File: config.mk
export PLATFORM = sky130hd
export DESIGN_NAME = slpl_divider
export DESIGN_NICKNAME = d
export VERILOG_FILES = /design/src/rtl/core/slpl_pkg.sv /design/src/rtl/core/slpl_divider.sv
export SDC_FILE = /design/constraint.sdc
export NUM_CORES = 1
export LEC_CHECK = 0
export ABC_AREA = 1
export BUFFER_PORTS_ARGS = -buffer_cell sky130_fd_sc_hd__buf_4
export CELL_PAD_IN_SITES_DETAIL_PLACEMENT = 1
export CELL_PAD_IN_SITES_GLOBAL_PLACEMENT = 2
export CORE_UTILIZATION = 33
export CTS_BUF_LIST = sky130_fd_sc_hd__clkbuf_2
export DETAILED_ROUTE_END_ITERATION = 10
export PLACE_DENSITY = 0.83
export SETUP_SLACK_MARGIN = 0.4
export SLEW_MARGIN = 20
export SYNTH_ARGS = -nofsm -noshare
export SYNTH_HDL_FRONTEND = slang
export SYNTH_SLANG_ARGS = --single-unit
File: constraint.sdc
create_clock -name i_clk -period 2.45 [get_ports i_clk]
set_input_delay 0.245 -clock i_clk [delete_from_list [all_inputs] [get_ports i_clk]]
set_output_delay 0.245 -clock i_clk [all_outputs]
set_load 0.02 [all_outputs]
File: src/rtl/core/slpl_pkg.sv
// Package for the stereo lookahead peak limiter core.
// Holds the sample and coefficient widths, register indexes and reset values.
// No dependencies.
package slpl_pkg;

    localparam int unsigned SAMPLE_BITS       = 24;
    localparam int unsigned COEF_BITS         = 24;
    localparam int unsigned DEF_MAX_LOOKAHEAD = 256;
    localparam int unsigned LA_BITS           = 9;
    localparam int unsigned CFG_DATA_BITS     = 24;
    localparam int unsigned CFG_INDEX_BITS    = 3;

    localparam logic [SAMPLE_BITS-1:0] UNITY = {1'b1, {(SAMPLE_BITS-1){1'b0}}};

    localparam logic [CFG_INDEX_BITS-1:0] REG_ENABLE    = 3'd0;
    localparam logic [CFG_INDEX_BITS-1:0] REG_ATTACK    = 3'd1;
    localparam logic [CFG_INDEX_BITS-1:0] REG_RELEASE   = 3'd2;
    localparam logic [CFG_INDEX_BITS-1:0] REG_CEILING   = 3'd3;
    localparam logic [CFG_INDEX_BITS-1:0] REG_LOOKAHEAD = 3'd4;

    localparam logic                   RST_ENABLE    = 1'b1;
    localparam logic [COEF_BITS-1:0]   RST_ATTACK    = 24'd16431300;
    localparam logic [COEF_BITS-1:0]   RST_RELEASE   = 24'd16770226;
    localparam logic [SAMPLE_BITS-1:0] RST_CEILING   = 24'd7476483;
    localparam logic [LA_BITS-1:0]     RST_LOOKAHEAD = 9'd96;

endpackage

File: src/rtl/core/slpl_divider.sv
// Serial restoring divider for the target gain: quotient of numerator times unity
// over the divisor, one quotient bit per cycle. Requires numerator below divisor.
// Depends on slpl_pkg.
module slpl_divider
    import slpl_pkg::*;
(
    input  logic                   i_clk,
    input  logic                   i_rst_n,
    input  logic                   i_start,
    input  logic [SAMPLE_BITS-1:0] i_num,
    input  logic [SAMPLE_BITS-1:0] i_den,
    output logic                   o_done,
    output logic [SAMPLE_BITS-1:0] o_quot
);

    localparam int unsigned ITER = SAMPLE_BITS - 1;
    localparam int unsigned CW   = $clog2(SAMPLE_BITS);

    logic                   r_busy;
    logic                   r_done;
    logic [CW-1:0]          r_cnt;
    logic [SAMPLE_BITS-1:0] r_rem;
    logic [SAMPLE_BITS-1:0] r_den;
    logic [ITER-1:0]        r_quot;

    logic [SAMPLE_BITS:0]   trial;
    logic                   take;
    logic [SAMPLE_BITS:0]   diff;

    assign trial = {r_rem, 1'b0};
    assign take  = (trial >= {1'b0, r_den});
    assign diff  = trial - {1'b0, r_den};

    always_ff @(posedge i_clk) begin
        if (!i_rst_n) begin
            r_busy <= 1'b0;
            r_done <= 1'b0;
            r_cnt  <= '0;
        end else begin
            r_done <= 1'b0;
            if (i_start) begin
                r_busy <= 1'b1;
                r_cnt  <= '0;
            end else if (r_busy) begin
                r_cnt <= r_cnt + 1'b1;
                if (r_cnt == CW'(ITER - 1)) begin
                    r_busy <= 1'b0;
                    r_done <= 1'b1;
                end
            end
        end
    end

    always_ff @(posedge i_clk) begin
        if (i_start) begin
            r_rem  <= i_num;
            r_den  <= i_den;
            r_quot <= '0;
        end else if (r_busy) begin
            r_rem  <= take ? diff[SAMPLE_BITS-1:0] : trial[SAMPLE_BITS-1:0];
            r_quot <= {r_quot[ITER-2:0], take};
        end
    end

    assign o_done = r_done;
    assign o_quot = {1'b0, r_quot};

endmodule

==> metrics.yaml, run 1 <==
outcome:
  status: "finished, final reports clean"
min_path:
  hold_class: "primary input to flip-flop"
setup_path:
  ff2ff_setup_slack_ns: 0.29
  crit_arrival_ns: 2.57
  cp_max_fo: 5
  crit_path_start: "r_rem[0]"
  startpoint_type: "flip-flop"
  r2r-start: "r_rem[0]"
  reg2reg_to: "r_rem[10]"
  end_kind: "flip-flop"
  crit_end: "r_rem[10]"
  critPathRequiredTime_ns: 2.87
  r2r_cells: 11
  path_class: "flip-flop to flip-flop"
sta:
  fin_skew_ns: 0.0443
  drv_slew: 0
  max_freq_mhz: 463
  setup_viol: 0
  final.setup.tns_ns: 0
  min_period_ns: 2.16
  hold_viol_final: 0
  tightest_slew_ns: 0.672
  whs_ns: 0.297
  maxSlewHeadroom_pct: 55.2
  rsz0062_at_grt: "yes"
  finalCritPeriodShare_pct: 88.1
finish:
  antennaDiodeCount: 0
  nets: 963
  drive_gt1_share_pct: 28.1
  nFillCells: 1821
  area_growth_pct: 47.1
  final_util_pct: 50.7
global_route:
  grt_max_degree: 44
  grt_overflow: 0
  grt_pass1_vias: 5476
  grt_pass1_wl_um: 26800
  grt_usage_pct: 21.4
  antenna_found_initial: 0
job:
  drv_cap: 0
logic_synthesis:
  yosysUniqueCellTypes: 36
  synth_top_area_cell: "edfxtp_1"
  syn_area_per_cell_sq_um: 7.08
  synth.area.top_cells: "edfxtp_1, nand2_1, dfxtp_1, inv_1, ha_1"
  syn-num-nets: 796
  synth_edf_count: 48
  async_flop_share_pct: 0
  yosys_warnings: 0
  ys.flop_type: "edfxtp_1"
  syn_inst: 718
  ys_seq_area_share_pct: 40.2
  synthesis.area_sq_um: 5080
  synth_top_cell_area_share_pct: 28.4
  synth-seq-cells: 78
floorplan:
  coreArea_sq_um: 14800
  initial_core_util_pct: 34.4
  fp.dieH_um: 126
  std_cell_rows: 44
  io_pins: 76
  fp.dieArea_sq_um: 15900
  die-width_um: 126
clock_tree:
  cts_max_level: 3
  clk_pin_slew_worst_paths_ns: 0.31
  cts_tree: "yes"
  worst_skew_pair.late_latency_ns: 0.64
  clk_path_buf_depth: 2
  clock_tree.root_cell: "clkbuf_2"
  cts_sinks: 78
  cts_buffers: 9
power:
  p_clk_share_pct: 15.3
  seqPwrFrac_pct: 32.7
  p_leak_nw: 3.62
  p_switching_w: 0.00218
  peakVddDrop_v: 0.000307
  pwr-share-comb_pct: 52.0
  p_sw_share_pct: 42.6
  p_per_area_nw_per_um2: 685
  p_int_w: 0.00294
drt:
  route.met3.wl_um: 640
  routed_wirelength_um: 16500
  drt_pass1_iterations: 4
  top_layer: "met4"
  met2WireLength_um: 8250
  ant_nets: 0
  drtIter0Drc: 180
  num_vias: 5133
  drc: 0
  vias_per_cell: 4.78
  wl_per_cell_um: 15.4
  met1_length_um: 7360
placed_design:
  globalplace.congestion: 0.841
  portBuffers: 74
  dp_hpwl_um: 11600
cell usage in the layout (no fill, tap or decap), types with 13 or more instances in the layout:
cell type        n
nand2_1        205
inv_1          148
buf_4          108
dlygate4sd3_1   53
edfxtp_1        48
nand3_1         40
nand2_2         35
nand4_1         30
dfxtp_1         30
ha_4            24
nor2_1          23
o22ai_1         21
inv_2           13
power groups by stage:
| stage | Clock [W] | Combinational (W) | Sequential (W) |
|---|---|---|---|
| 2_1_floorplan | 0 | 0.00133 | 0.00164 |
| 3_3_place_gp | 0 | 0.00185 | 0.00165 |
| 3_5_place_dp | 0 | 0.00189 | 0.00166 |
| 4_1_cts | 0.000835 | 0.00241 | 0.00167 |
| 5_1_grt | 0.000869 | 0.00295 | 0.00169 |
| 6_report | 0.000785 | 0.00267 | 0.00167 |
worst max-delay path, cell delays in order (launching register included):
cell      delay (ns)
edfxtp_1        0.47
buf_6           0.14
ha_4            0.28
ha_4            0.13
nand3_4         0.07
nor3_4          0.19
nand2_2         0.12
nand3_4         0.19
buf_12          0.14
nand2_1         0.05
nand3_1         0.08
nand2_1         0.06
state kept, by name, indices dropped and copies added, names as in the netlist:
| signal | cells |
|---|---|
| o_done | 1 |
| r_cnt | 5 |
| r_quot | 23 |
| r_den | 24 |
| r_rem | 24 |
| r_busy | 1 |
stage by stage:
stage               instances  total power [W]  worst slack, ns  instance area [sq um]
floorplan                 718          0.00297            0.405                   5080
global placement          970          0.00350            0.131                   5920
detailed placement        970          0.00355           0.0621                   5920
CTS                      1063          0.00492            0.308                   7220
global route             1074          0.00551            0.192                   7480
finish                   1074          0.00512            0.292                   7480
cells in the mapped netlist, drive strengths merged, types with 2 or more instances:
library cell	instances
nand4	30
ha	26
nor2	36
o21ai	3
xor2	2
inv	162
xnor2	9
buf	11
nand2	250
nor3	8
dfxtp	30
o22ai	21
a21oi	13
clkbuf	7
edfxtp	48
nand3b	4
nand3	49
routing by layer:
| metal | track usage (%) | vias up |
|---|---|---|
| met5 | 0 | - |
| met4 | 7.16 | 0 |
| met3 | 4.59 | 25 |
| met2 | 38.3 | 90 |
| met1 | 25.4 | 2438 |
| li1 | - | 2580 |
worst min path at each step:
stage,start,to,slack (ns),depth (start not counted)
after global placement,i_den[17],r_den[17],0.42,1
after detailed placement,i_den[18],r_den[18],0.42,1
after CTS,i_den[16],r_den[16],0.23,2
final,i_den[5],r_den[5],0.30,2
after floorplan,i_den[0],r_den[0],0.34,0
after global routing,i_den[18],r_den[18],0.25,2
logic make-up after synthesis:
group | Yosys count | share of synthesized area (%)
simple gates | 379 | 32.2
other cells | 1 | 0.0738
fa+ha+maj | 27 | 6.79
flops | 78 | 40.2
xor+xnor | 11 | 1.90
buf+inv | 181 | 13.9
compound gates | 41 | 4.95
what timing repair did:
item / in CTS / in global routing
endpoints found under the setup margin: 25 / 25
cloned: 0 / 1
endpoints found under the hold margin: 57 / 0
pin swaps: 18 / 34
hold buffers: 53 / 0
setup buffers: 24 / 10
resized for setup: 86 / 46
layout make-up:
| class | count | area, sq um | share of cell area [%] |
|---|---|---|---|
| multi-input combinational | 459 | 2930 | 39.2 |
| sequential | 78 | 2040 | 27.3 |
| timing repair buffer | 174 | 1540 | 20.6 |
| inverter | 163 | 614 | 8.21 |
| tap | 184 | 230 | 3.08 |
| clock inverter | 7 | 73.8 | 0.987 |
| clock buffer | 9 | 45.0 | 0.602 |
Power figures use the tool's default switching activity.
==> run 2: changes to the inputs <==
--- a/config.mk
+++ b/config.mk
@@ -12,6 +12,7 @@
 export CORE_UTILIZATION = 33
 export CTS_BUF_LIST = sky130_fd_sc_hd__clkbuf_2
 export DETAILED_ROUTE_END_ITERATION = 10
+export HOLD_SLACK_MARGIN = 0.1
 export PLACE_DENSITY = 0.83
 export SETUP_SLACK_MARGIN = 0.4
 export SLEW_MARGIN = 20
==> constraint.sdc (replaced) <==
create_clock -name i_clk -period 2.3 [get_ports i_clk]
set_input_delay 0.23 -clock i_clk [delete_from_list [all_inputs] [get_ports i_clk]]
set_output_delay 0.23 -clock i_clk [all_outputs]
set_load 0.02 [all_outputs]
==> run 2 against run 1 <==
Maximum frequency increased by 0.39%. Non-clock buffer count grew 12. Combinational power increased by 10%. Sequential share of layout area is 0.23 points lower. Critical path type unchanged. Via count increased by 0.72%. Die area stayed put. Clock skew decreased by 0.0038 ns.
==> metrics.yaml, run 2 (synthesis results as in run 1) <==
floorplan:
  initial_core_util_pct: 34.4  # unchanged
  fp.dieArea_sq_um: 15900  # unchanged
  std_cell_rows: 44  # unchanged
  die-width_um: 126  # unchanged
  fp.dieH_um: 126  # unchanged
  io_pins: 76  # unchanged
  coreArea_sq_um: 14800  # unchanged
sta:
  fin_skew_ns: 0.0406  # -0.00376 ns
  rsz0062_at_grt: "yes"
  min_period_ns: 2.15  # -0.00828 ns
  max_freq_mhz: 465  # +0.39%
  hold_viol_final: 0  # unchanged
  final.setup.tns_ns: 0  # unchanged
  worst_slack_ns: 0.151  # -0.142 ns
  tightest_slew_ns: 0.645  # -0.0267 ns
  finalCritPeriodShare_pct: 93.4  # +5.4 points
  setup_viol: 0  # unchanged
  maxSlewHeadroom_pct: 57.0  # +1.8 points
  drv_slew: 0  # unchanged
drt:
  routed_wirelength_um: 16800  # +1.5%
  num_vias: 5170  # +0.72%
  drtIter0Drc: 156  # -13%
  wl_per_cell_um: 15.5  # +0.38%
  vias_per_cell: 4.76  # -0.39%
  ant_nets: 0  # unchanged
  drt_pass1_iterations: 4  # unchanged
  drc: 0  # unchanged
setup_path:
  critPathRequiredTime_ns: 2.75  # -0.12 ns
  r2r_cells: 14  # +3
  ff2ff_setup_slack_ns: 0.15  # -0.14 ns
  crit_arrival_ns: 2.60  # +0.03 ns
  cp_max_fo: 7  # +2
  path_class: "flip-flop to flip-flop"
  end_kind: "flip-flop"
  startpoint_type: "flip-flop"
  reg2reg_to: "r_rem[20]"
  r2r-start: "r_rem[17]"
global_route:
  grt_overflow: 0  # unchanged
  antenna_found_initial: 0  # unchanged
  grt_pass1_vias: 5505  # +0.53%
  grt_pass1_wl_um: 27100  # +1.2%
  grt_max_degree: 27  # -39%
  grt_usage_pct: 21.7  # +0.29 points
finish:
  final_cells: 1086  # +1.1%
  final_cell_mix: "nand2_1, inv_1, buf_4, dlygate4sd3_1, edfxtp_1"
  drive_gt1_share_pct: 29.7  # +1.6 points
  reg_top3: "r_den x24, r_rem x24, r_quot x23"
  area_growth_pct: 48.4
  final_common_cell: "nand2_1"
  antennaDiodeCount: 0  # unchanged
  nets: 975  # +1.2%
  postLayoutCellArea_sq_um: 7540  # +0.85%
placed_design:
  portBuffers: 74  # unchanged
  placed_cell_area_sq_um: 6130  # +3.6%
  dpl_worst_slack_ns: 0.0634  # +0.00131 ns
  globalplace.congestion: 0.832  # -1.1%
  dp_hpwl_um: 11800  # +2.2%
  numPlacedInstances: 975  # +0.52%
clock_tree:
  cts_sinks: 78  # unchanged
  cts_buffers: 9  # unchanged
  clock_tree.root_cell: "clkbuf_2"
  cts_tree: "yes"
  clk_pin_slew_worst_paths_ns: 0.27  # -0.04 ns
  cts_max_level: 3  # unchanged
  clk_path_buf_depth: 2  # unchanged
  worst_skew_pair.late_latency_ns: 0.60  # -0.04 ns
power:
  power.total_w: 0.00542  # +5.7%
  p_leak_nw: 3.68  # +1.6%
  p_per_area_nw_per_um2: 718  # +4.8%
  peakVddDrop_v: 0.000260  # -15%
min_path:
  min-delay-start: "i_den[15]"
  holdPathStages: 2  # unchanged
  hold_class: "primary input to flip-flop"
  min_to: "r_den[15]"
job:
  drv_cap: 0  # unchanged
outcome:
  status: "finished, final reports clean"
run 2: cell count changes in the layout (fill, tap and decap cells not counted), moves of 2 or more:
cell | previous run | this run
nand3_2 | 6 | 10
buf_4 | 108 | 119
nand3_1 | 40 | 38
buf_6 | 6 | 8
buf_12 | 4 | 2
nand2_1 | 205 | 200
clkinv_2 | 0 | 3
inv_8 | 2 | 0
nand2_2 | 35 | 40
nand3_4 | 3 | 1
run 2: report_power, final:
part / switching [W] / internal (W)
clock network: 0.000554 / 0.000146
registers: 0.000118 / 0.00166
logic: 0.00159 / 0.00134
run 2: critical path, cell delays in order, from the launching register on:
cell and delay (ns):
edfxtp_1 0.50, ha_4 0.26, nand2_1 0.08, nand2_2 0.06, nand2_1 0.08, nand2_2 0.08
nand2_2 0.07, nand2_2 0.07, a21oi_4 0.16, buf_6 0.13, nand3_4 0.11, buf_6 0.17
nand2_2 0.06, nand3_2 0.08, nand2_1 0.09
run 2: how the worst max path moves through the flow:
| stage | start | slack (ns) | cells after the start | to |
|---|---|---|---|---|
| final | r_rem[17] | 0.15 | 14 | r_rem[20] |
| after global routing | r_rem[20] | 0.06 | 12 | r_rem[18] |
| after CTS | r_rem[10] | 0.16 | 12 | r_rem[20] |
| after detailed placement | r_rem[13] | 0.06 | 11 | r_rem[14] |
| after global placement | r_rem[0] | 0.11 | 14 | r_rem[16] |
| after floorplan | r_rem[13] | 0.40 | 11 | r_rem[3] |
run 2: layout make-up:
cell class,count,area [sq um]
Sequential cell,78,2040
Clock inverter,7,45.0
Clock buffer,9,45.0
Multi-Input combinational cell,459,2940
Tap cell,184,230
Fill cell,1815,7210
Inverter,163,617
Timing Repair Buffer,186,1620
run 2: metal layers:
layer,up-vias,global-route usage [%],routed length (um)
met5,-,0,0
met4,0,7.94,395
met3,26,2.76,421
met2,76,40.2,8540
met1,2455,25.5,7430
li1,2613,-,-
run 2: metrics by stage:
step	hold WS [ns]	util, %
finish	0.325	51.1
floorplan	0.329	-
detailed placement	0.409	41.5
CTS	0.265	49.0
global placement	0.408	41.5
global route	0.288	51.1
run 2: what timing repair did:
item                                    in CTS  in global routing
endpoints found under the hold margin       59                  0
buffers inserted                            24                 15
hold buffers                                54                  0
pin swaps                                   33                 44
gates cloned                                 2                  0
resized for setup                           67                 58
endpoints found under the setup margin      25                 25
